**src/hw/rtl/bfd_ram.sv**
```systemverilog
// ----------------------------------------------------------------------------
// bfd_ram: generic single-port-write, single-port-read RAM
// One write and one registered read per cycle; a read at the address being
// written returns the old contents.
// ----------------------------------------------------------------------------
`default_nettype none

module bfd_ram #(
   parameter int WIDTH = 8,
   parameter int DEPTH = 16
) (
   input  wire logic                                    clock,
   input  wire logic                                    wr_en,
   input  wire logic [(DEPTH > 1 ? $clog2(DEPTH) : 1)-1:0] wr_addr,
   input  wire logic [WIDTH-1:0]                        wr_data,
   input  wire logic [(DEPTH > 1 ? $clog2(DEPTH) : 1)-1:0] rd_addr,
   output logic      [WIDTH-1:0]                        rd_data
);

   logic [WIDTH-1:0] mem_ff [DEPTH];
   logic [WIDTH-1:0] rd_data_ff;

   always_ff @(posedge clock) begin
      if (wr_en) begin
         mem_ff[wr_addr] <= wr_data;
      end
      rd_data_ff <= mem_ff[rd_addr];
   end

   assign rd_data = rd_data_ff;

endmodule

`default_nettype wire

```
**config.mk**
```make
export PLATFORM = sky130hd
export DESIGN_NAME = bfd_ram
export DESIGN_NICKNAME = d
export VERILOG_FILES = /design/src/hw/rtl/bfd_ram.sv
export SDC_FILE = /design/constraint.sdc
export NUM_CORES = 1
export LEC_CHECK = 0
export BUFFER_PORTS_ARGS = -buffer_cell sky130_fd_sc_hd__buf_2
export CAP_MARGIN = 5
export CORE_UTILIZATION = 38
export CTS_CLUSTER_SIZE = 10
export DETAILED_ROUTE_END_ITERATION = 6
export PLACE_DENSITY = 0.61
export SLEW_MARGIN = 20
export SYNTH_ARGS = -nofsm -noshare
export SYNTH_HDL_FRONTEND = slang
export SYNTH_SLANG_ARGS = --single-unit
```
**constraint.sdc**
```tcl
create_clock -name clock -period 1.8 [get_ports clock]
set_input_delay 0.09 -clock clock [delete_from_list [all_inputs] [get_ports clock]]
set_output_delay 0.09 -clock clock [all_outputs]
set_load 0.01 [all_outputs]
```
# == After elaboration in Yosys (flattened, before gate mapping) ==
# Memory sizes are Yosys's and may differ from the RTL's. A register that Yosys moved wholly into a read port is not among the register bits.
# Cells that the tools add are included.
# totals
reg_bits,0
mem_bits_rw,128
output_inout_bits,8
n_memories,1
# mem_list
memory,words,width,rd,rd_ports_with_merged_regs,write_ports,line,source
mem_ff,16,8,1,1,1,20,logic [WIDTH-1:0] mem_ff [DEPTH];
# op_classes
mux,2
# ops
cell,count
1-bit two-way mux,2

# == Logic depth before layout (Yosys ltp) ==
# Gate-level depths: netlist of run 1.
# depth
ltp_word,2
depth_mapped,5
mapped_depth_nobuf,3

# == Worst setup path before layout of run 1 ==
# No wires, ideal clock.
# synth_path
path_type,input-to-reg
startpoint,in wr_addr[2] (netlist bit)
endpoint,"mem mem_ff[0][0], enable pin"
setup_time_ps,383
arrival_ps,1200
slack_ps,217
stages,2
path_buffers,0
cell_sequence,or3b_2 > nor3_1
# synth_rtl
item,line,source
from (decl),14,"input wire logic [(DEPTH > 1 ? $clog2(DEPTH) : 1)-1:0] wr_addr,"
to (decl),20,
# Straight into the memory's write port.

==> key figures, run 1 <==
Pwr
  • Maximum VDD drop: 0.000677 V
  • Total power draw: between 6 and 7 mW
  • Power density cells: 1140 nW/um^2
  • Leakage power: 2.07 nW

Timing
  • Final number of setup-violating endpoints: 0
  • Final count of hold timing violations: 0
  • RSZ-0062 raised after global routing: false
  • Clock skew: between 0.008 and 0.009 ns
  • Fmax: 702 MHz
  • Slew Viols, Final: 0
  • Slew headroom: 0.718
  • Final worst path period share: 0.791
  • Period minus WS final: 1.42 ns
  • Tightest Pin Transition: roughly 0.42 ns
  • Final TNS setup: 0 ns

Synthesis
  • Flops & latches, synth: approximately 140
  • Avg Cell Area, Syn: 22.5 um^2
  • Mapped Nets: 247
  • Yosys cell types: 19
  • Synthesized instance count: ~230
  • Yosys Warn Count: 0
  • Synthesized area: slightly above 5000 um^2
  • Sequential area share after synthesis: 0.778

Place
  • GPL Wtd Cong: ~0.70
  • Post-DP HPWL: just over 6 mm
  • I/O Buffers: 25
  • DP Area: roughly 5600 um^2

Final layout
  • Register Area: around 4000 um^2
  • Area grow syn2layout: 19.0%
  • Share of layout cells above drive strength 1: 0.324
  • Commonest non-fill, non-tap cell in the layout: edfxtp_1
  • Most frequent cells in the layout: edfxtp_1 (128), buf_2 (25), buf_4 (22)
  • Fin nets: roughly 300
  • Post-route cell area: 6120 um^2
  • Area occupied by multi-input gates: 1060 um^2
  • Filler instances: 1136
  • Ant. Diodes: 0

Global routing
  • Initial antenna violation count: 0
  • Grt total ovfl: 0
  • Total track usage: 0.147
  • Pin count of the biggest net entering global routing: 23
  • Vias in the first global route: between 2000 and 2500
  • First-pass GRT wire length: 14.8 mm

Worst setup path
  • Critical Path End Type: register
  • CP max FO: 1
  • Flop2flop setup slack: between 0.3 and 0.4 ns
  • CP arrival: roughly 1.7 ns
  • Worst Setup Path Type: reg2reg
  • Crit start category: register
  • WP data required: ~2.1 ns

Clock network
  • H-tree depth: 4
  • Worst-path clk slew: ~0.060 ns
  • Setup Fix Bufs, Post-CTS: 0
  • PostCTS Resize Cnt: 0
  • Clock buffer count from CTS: 17
  • Hold buffers post-CTS: 0
  • CTS tree: done
  • Root Buffer: clkbuf_16
  • CTS Sinks: 136
  • Worst skew pair latency: between 0.4 and 0.5 ns
  • Max Root-Sink Buffers: 2

Detailed routing
  • Vias/cell: approximately 5.1
  • Post-route ant nets: 0
  • Vias post-DR: ~2400
  • Final wirelength: approximately 9.5 mm
  • DRT iter0 DRCs: roughly 210
  • Wire per inst: between 20 and 25 um
  • DRC viols: 0
  • DRT Pass-1 Iters: 4

Die
  • Die X: 118 um
  • Die ar.: between 10000 and 15000 um^2
  • Die Height: 118 um
  • FP Rows: 42
  • Placeable Area: around 13000 um^2
  • I/O pin cnt: 26
  • Starting density of the core: 0.389

Min path
  • HP Class: in2reg

Job
  • Max-cap violation count: 0

Status
  • Status: complete, no violations
## area by class of cell
class / instances / share of cell area
clock buffer: 19 / 0.0707
clock inverter: 13 / 0.0161
multi-input combinational: 83 / 0.173
sequential: 136 / 0.654
tap: 176 / 0.0360
timing repair buffer: 48 / 0.0507
## sequential cells by signal, summed over array words and instances, names as in the netlist
signal	count
mem_ff	128
rd_data	8
## routing by layer
layer	vias up	routed length [um]	track usage
met5	-	0	0
met4	0	52	0.0403
met3	4	434	0.0352
met2	72	4750	0.235
met1	1251	4310	0.202
li1	1086	-	-
## final timing paths
kind                                              start                      to  depth (start not counted)
worst max register to register   mem_ff[1][1]$_DFFE_PP_      rd_data[1]$_DFF_P_                          3
worst min register to register  mem_ff[12][3]$_DFFE_PP_      rd_data[3]$_DFF_P_                          3
worst min-delay path                         wr_data[5]  mem_ff[5][5]$_DFFE_PP_                          1
worst max-delay path             mem_ff[1][1]$_DFFE_PP_      rd_data[1]$_DFF_P_                          3
## cells in the mapped netlist, drive strengths merged
master / count / area, um^2
nor3: 4 / 20.0
nor2: 13 / 48.8
mux4: 32 / 773
nand2: 9 / 33.8
a22oi: 16 / 120
nand3: 1 / 5.00
nand3b: 2 / 15.0
dfxtp: 8 / 160
or3b: 1 / 8.76
buf: 7 / 56.3
clkdlybuf4s25: 3 / 30.0
and2: 1 / 6.26
nor2b: 1 / 6.26
edfxtp: 128 / 3840
nand2b: 2 / 12.5
and2b: 1 / 7.51
## power breakdown
group          switching, mW  internal (mW)
sequential            0.0184           3.54
clock                   1.30           1.77
combinational          0.189          0.145
total                   1.51           5.46
## through the flow
step                       util  hold WS, ns  cells  setup WS (ns)
after floorplan               -        0.189    229          0.217
after global placement    0.422        0.461    443          0.268
after detailed placement  0.422        0.488    443          0.260
after CTS                 0.462       0.0624    475          0.407
after global routing      0.462       0.0632    475          0.353
final                     0.462       0.0661    475          0.375
## logic make-up (layout without fill, tap and decap cells)
family | Yosys count | in the layout | synth area share
AOI/OAI and AO/OA | 16 | 16 | 0.0233
buffers and inverters | 10 | 80 | 0.0168
DFF | 136 | 136 | 0.778
muxes | 32 | 32 | 0.150
and+or+nand+nor | 35 | 35 | 0.0318
## worst max-delay path, cell delays in order (launching register included)
cell and delay, ns:
edfxtp_1 0.36, mux4_1 0.52, a22oi_1 0.34, nand2_1 0.08
Note: power is estimated with default switching activity, not from simulation.
==> run 2: changes to the inputs <==
==> constraint.sdc (replaced) <==
create_clock -name clock -period 1.4 [get_ports clock]
set_input_delay 0.07 -clock clock [delete_from_list [all_inputs] [get_ports clock]]
set_output_delay 0.07 -clock clock [all_outputs]
set_load 0.01 [all_outputs]
==> key figures, run 2 (same netlist as run 1, synthesis figures left out) <==
Global routing
  • Total track usage: 0.154 (+0.00712)
  • Vias in the first global route: 2517 (+1.2%)
  • Pin count of the biggest net entering global routing: 33 (+43%)
  • First-pass GRT wire length: 15.0 mm (+1.7%)
  • Initial antenna violation count: 0 (unchanged)
  • Grt total ovfl: 0 (unchanged)

Place
  • Inst Count DP: 444 (+0.23%)
  • DP Area: 5620 um^2 (+0.45%)
  • Post-DP HPWL: 6.10 mm (-1.9%)
  • GPL Wtd Cong: 0.701 (+0.67%)
  • I/O Buffers: 25 (unchanged)

Worst setup path
  • WP data required: 1.69 ns (-0.39 ns)
  • Worst Setup Path Type: reg2reg
  • Worst R2R Path Depth: 3 (unchanged)
  • Flop2flop setup slack: 0.08 ns (-0.29 ns)
  • Reg-to-Reg Start: mem_ff[1][5]$_DFFE_PP_
  • FF-to-FF End: rd_data[5]$_DFF_P_
  • Crit start category: register
  • CP arrival: 1.61 ns (-0.10 ns)
  • Critical Path End Type: register
  • CP max FO: 1 (unchanged)

Final layout
  • Most frequent cells in the layout: edfxtp_1 (128), buf_2 (25), buf_4 (22)
  • Fin nets: 305 (+0.33%)
  • Commonest non-fill, non-tap cell in the layout: edfxtp_1
  • Ant. Diodes: 0 (unchanged)
  • Max reg flops: 128 (unchanged)
  • Area grow syn2layout: 22.5%
  • Post-route cell area: 6300 um^2 (+3.0%)
  • Biggest register: mem_ff
  • Final Instance Count excl. Fillers: 476 (+0.21%)
  • Share of layout cells above drive strength 1: 0.343 (+0.0189)

Job
  • Max-cap violation count: 0 (unchanged)

Timing
  • Final count of hold timing violations: 0 (unchanged)
  • Tightest Pin Transition: 0.778 ns (+0.355 ns)
  • Final number of setup-violating endpoints: 0 (unchanged)
  • Period minus WS final: 1.32 ns (-0.109 ns)
  • Slew headroom: 0.480 (-0.238)
  • Fmax: 760 MHz (+8.3%)
  • Clock skew: 0.00564 ns (-0.00239 ns)
  • RSZ-0062 raised after global routing: false
  • Final worst path period share: 0.940 (+0.148)
  • Slew Viols, Final: 0 (unchanged)

Detailed routing
  • Wire per inst: 20.3 um (+1.1%)
  • DRC viols: 0 (unchanged)
  • Vias/cell: 5.12 (+0.74%)
  • DRT Pass-1 Iters: 4 (unchanged)
  • Final wirelength: 9.67 mm (+1.4%)
  • DRT iter0 DRCs: 233 (+14%)
  • Post-route ant nets: 0 (unchanged)
  • Vias post-DR: 2436 (+0.95%)

Pwr
  • Leakage power: 2.15 nW (+3.6%)
  • Power density cells: 1590 nW/um^2 (+39%)
  • Maximum VDD drop: 0.000704 V (+3.9%)

Min path
  • Hold worst-path end: mem_ff[14][1]$_DFFE_PP_
  • HP Class: in2reg
  • Hold depth: 1 (unchanged)
  • Startpoint of the worst hold path: wr_data[1]

Clock network
  • Worst-path clk slew: 0.06 ns (about the same)
  • CTS Sinks: 136 (unchanged)
  • H-tree depth: 4 (unchanged)
  • Worst skew pair latency: 0.41 ns (about the same)
  • Clock buffer count from CTS: 17 (unchanged)
  • CTS tree: done
  • Root Buffer: clkbuf_16
  • Max Root-Sink Buffers: 2 (unchanged)

Die
  • Placeable Area: 13200 um^2 (unchanged)
  • Die X: 118 um (unchanged)
  • FP Rows: 42 (unchanged)
  • Starting density of the core: 0.389 (unchanged)
  • Die ar.: 14000 um^2 (unchanged)
  • Die Height: 118 um (unchanged)
  • I/O pin cnt: 26 (unchanged)

Status
  • Status: complete, no violations
## run 2: changes by cell type in the layout (fill, tap and decap cells not counted), sizes merged
cell    delta
clkinv     -3
buf        +1
bufinv     +6
inv        -3
## run 2: report_power, final
group / switching (mW) / total, mW / internal [mW]
clock: 1.60 / 4.97 / 3.37
combinational: 0.249 / 0.444 / 0.195
sequential: 0.0253 / 4.58 / 4.55
total: 1.87 / 9.99 / 8.12
## run 2: critical path, cell delays in order, from the launching register on
cell and delay [ns]:
edfxtp_1 0.35, mux4_1 0.50, a22oi_1 0.25, nand2_1 0.10
## run 2: cell type report
class                      count  area (um^2)
timing repair buffer          49          330
clock buffer                  19          443
sequential                   136         4000
fill                        1120         6940
multi-input combinational     83         1080
clock inverter                13          225
tap                          176          220
## run 2: how the worst max path moves through the flow
stage	start	endpoint	slack, ns
floorplan	wr_addr[2]	mem_ff[3][0]$_DFFE_PP_	0.06
global placement	rd_addr[0]	rd_data[0]$_DFF_P_	-0.09
detailed placement	rd_addr[0]	rd_data[5]$_DFF_P_	-0.08
CTS	mem_ff[5][3]$_DFFE_PP_	rd_data[3]$_DFF_P_	0.05
global route	mem_ff[11][0]$_DFFE_PP_	rd_data[0]$_DFF_P_	0.02
finish	mem_ff[1][5]$_DFFE_PP_	rd_data[5]$_DFF_P_	0.08
## run 2: per-stage QoR
step	utilization	power, mW	setup WS, ns	setup TNS (ns)	hold WS [ns]
after floorplan	-	4.90	0.0639	0	0.169
final	0.476	9.99	0.0842	0	0.0443
after global routing	0.476	10.3	0.0189	0	0.0419
after detailed placement	0.424	5.11	-0.0758	-0.404	0.467
after global placement	0.424	5.10	-0.0936	-0.377	0.460
after CTS	0.475	10.1	0.0496	0	0.0266
## run 2: repair_timing
action / in CTS / in global routing
setup buffers: 0 / 0
resized for setup: 0 / 4
hold buffers: 0 / 0
setup endpoints to repair: 0 / 4
hold endpoints to repair: 0 / 0
## run 2: per-layer routing
| layer | share of wire | global-route usage |
|---|---|---|
| met5 | 0 | 0 |
| met4 | 0.014 | 0.0649 |
| met3 | 0.053 | 0.0512 |
| met2 | 0.47 | 0.226 |
| met1 | 0.46 | 0.210 |
==> run 3: changes to the inputs <==
--- a/config.mk
+++ b/config.mk
@@ -5,12 +5,13 @@
 export SDC_FILE = /design/constraint.sdc
 export NUM_CORES = 1
 export LEC_CHECK = 0
-export BUFFER_PORTS_ARGS = -buffer_cell sky130_fd_sc_hd__buf_2
 export CAP_MARGIN = 5
 export CORE_UTILIZATION = 38
 export CTS_CLUSTER_SIZE = 10
 export DETAILED_ROUTE_END_ITERATION = 6
-export PLACE_DENSITY = 0.61
+export DONT_BUFFER_PORTS = 1
+export PLACE_DENSITY = 0.59
+export RECOVER_POWER = 50
 export SLEW_MARGIN = 20
 export SYNTH_ARGS = -nofsm -noshare
 export SYNTH_HDL_FRONTEND = slang
==> key figures, run 3 (same netlist as run 1, synthesis figures left out) <==
Worst setup path
  • Critical Path End Type: register
  • CP Cell Sequence: dlygate4sd3_1 -> mux4_1 -> a22oi_1 -> nand2_1
  • Worst Setup Path Type: in2reg
  • Crit start category: primary input
  • Crit-path max cell delay: 0.88 ns (+0.38 ns)
  • CP arrival: 1.68 ns (+0.07 ns)
  • CP max FO: 25 (+24)
  • Slowest-stage cell, CP: dlygate4sd3_1
  • WP data required: 1.69 ns (about the same)

Global routing
  • Total track usage: 0.158 (+0.00462)
  • First-pass GRT wire length: 15.2 mm (+0.97%)
  • Initial antenna violation count: 0 (unchanged)
  • Pin count of the biggest net entering global routing: 33 (unchanged)
  • Vias in the first global route: 2440 (-3.1%)
  • Grt total ovfl: 0 (unchanged)

Pwr
  • Maximum VDD drop: 0.000898 V (+28%)
  • Total power draw: 9.49 mW (-5.1%)
  • Leakage power: 1.95 nW (-9.4%)
  • Power density cells: 1560 nW/um^2 (-1.4%)

Final layout
  • Biggest register: mem_ff
  • Fin nets: 282 (-7.5%)
  • Share of layout cells above drive strength 1: 0.195 (-0.148)
  • Max reg flops: 128 (unchanged)
  • Ant. Diodes: 0 (unchanged)
  • Area grow syn2layout: 18.0%
  • Most frequent cells in the layout: edfxtp_1 (128), mux4_2 (19), clkbuf_16 (17)
  • Commonest non-fill, non-tap cell in the layout: edfxtp_1

Clock network
  • Worst-path clk slew: 0.05 ns (about the same)
  • CTS tree: done
  • Worst skew pair latency: 0.41 ns (about the same)
  • H-tree depth: 4 (unchanged)
  • Root Buffer: clkbuf_16
  • Clock buffer count from CTS: 17 (unchanged)
  • CTS Sinks: 136 (unchanged)
  • Max Root-Sink Buffers: 2 (unchanged)

Status
  • Status: complete, but fails checks
  • Failing checks: negative hold slack

Die
  • Die ar.: 14000 um^2 (unchanged)
  • Die Height: 118 um (unchanged)
  • Placeable Area: 13200 um^2 (unchanged)
  • Starting density of the core: 0.389 (unchanged)
  • Die X: 118 um (unchanged)
  • I/O pin cnt: 26 (unchanged)
  • FP Rows: 42 (unchanged)

Min path
  • HP Class: in2reg

Timing
  • Final number of setup-violating endpoints: 0 (unchanged)
  • RSZ-0062 raised after global routing: false
  • Final count of hold timing violations: 3 (+3)
  • Fmax: 721 MHz (-5.1%)
  • Period minus WS final: 1.39 ns (+0.0703 ns)
  • WHS: -0.0102 ns (-0.0544 ns)
  • Final WS setup: 0.0139 ns (-0.0703 ns)
  • Slew Viols, Final: 0 (unchanged)
  • Tightest Pin Transition: 0.825 ns (+0.0469 ns)
  • Slew headroom: 0.448 (-0.0322)
  • Clock skew: 0.00947 ns (+0.00383 ns)
  • Final worst path period share: 0.990 (+0.0502)

Place
  • I/O Buffers: 0 (-100%)
  • Pre-CTS setup slack: -0.0263 ns (+0.0495 ns)
  • Post-DP HPWL: 5.95 mm (-2.5%)
  • GPL Wtd Cong: 0.709 (+1.1%)

Job
  • Max-cap violation count: 0 (unchanged)

Detailed routing
  • Final wirelength: 10.3 mm (+6.5%)
  • Vias/cell: 5.25 (+2.6%)
  • Wire per inst: 22.7 um (+12%)
  • DRT Pass-1 Iters: 4 (unchanged)
  • Vias post-DR: 2379 (-2.3%)
  • DRC viols: 0 (unchanged)
  • Post-route ant nets: 0 (unchanged)
  • DRT iter0 DRCs: 201 (-14%)
## run 3: cell count changes in the layout (fill, tap and decap cells not counted), sizes merged
cell	before	now
clkinv	4	9
bufinv	6	4
clkinvlp	3	2
buf	49	0
dlygate4sd3	0	10
clkbuf	19	33
## run 3: area by class of cell
class | count | area, um^2
Fill cell | 1146 | 7170
Sequential cell | 136 | 4000
Multi-Input combinational cell | 83 | 1080
Clock buffer | 17 | 425
Tap cell | 176 | 220
Clock inverter | 15 | 184
Timing Repair Buffer | 26 | 160
## run 3: per-stage QoR
stage               utilization  std cells  instance area (um^2)  setup TNS (ns)
detailed placement        0.408        411                  5410         -0.0477
global route              0.459        453                  6070               0
floorplan                     -        229                  5150               0
finish                    0.459        453                  6070               0
global placement          0.408        411                  5410               0
CTS                       0.461        451                  6110               0
## run 3: where the power goes
group | total (mW) | switching (mW) | internal (mW)
sequential | 4.60 | 0.0439 | 4.56
clock | 4.56 | 1.61 | 2.95
combinational | 0.332 | 0.178 | 0.154
## run 3: final timing paths
check | startpoint | endpoint | slack [ns] | cells after the start
worst max register to register | mem_ff[0][1]$_DFFE_PP_ | rd_data[1]$_DFF_P_ | 0.03 | 3
worst max-delay path | rd_addr[1] | rd_data[1]$_DFF_P_ | 0.01 | 4
worst min register to register | mem_ff[8][1]$_DFFE_PP_ | rd_data[1]$_DFF_P_ | 0.68 | 3
worst min-delay path | rd_addr[1] | rd_data[0]$_DFF_P_ | -0.01 | 3
## run 3: critical path: cells and delay by family
kind / cells / cell delay [ns]
AOI/OAI and AO/OA: 1 / 0.27
buffers and inverters: 1 / 0.88
and+or+nand+nor: 1 / 0.08
muxes: 1 / 0.37
## run 3: timing repair
action	in CTS	in global routing
hold buffers	8	2
pin swaps	0	2
buffers inserted	0	0
hold endpoints to repair	136	5
endpoints found under the setup margin	2	5
resized for setup	2	4
## run 3: layer usage
metal | wire [um] | global-route usage | vias up
met5 | 0 | 0 | -
met4 | 167 | 0.0696 | 0
met3 | 378 | 0.0497 | 14
met2 | 5020 | 0.248 | 55
met1 | 4730 | 0.204 | 1265
li1 | - | - | 1045
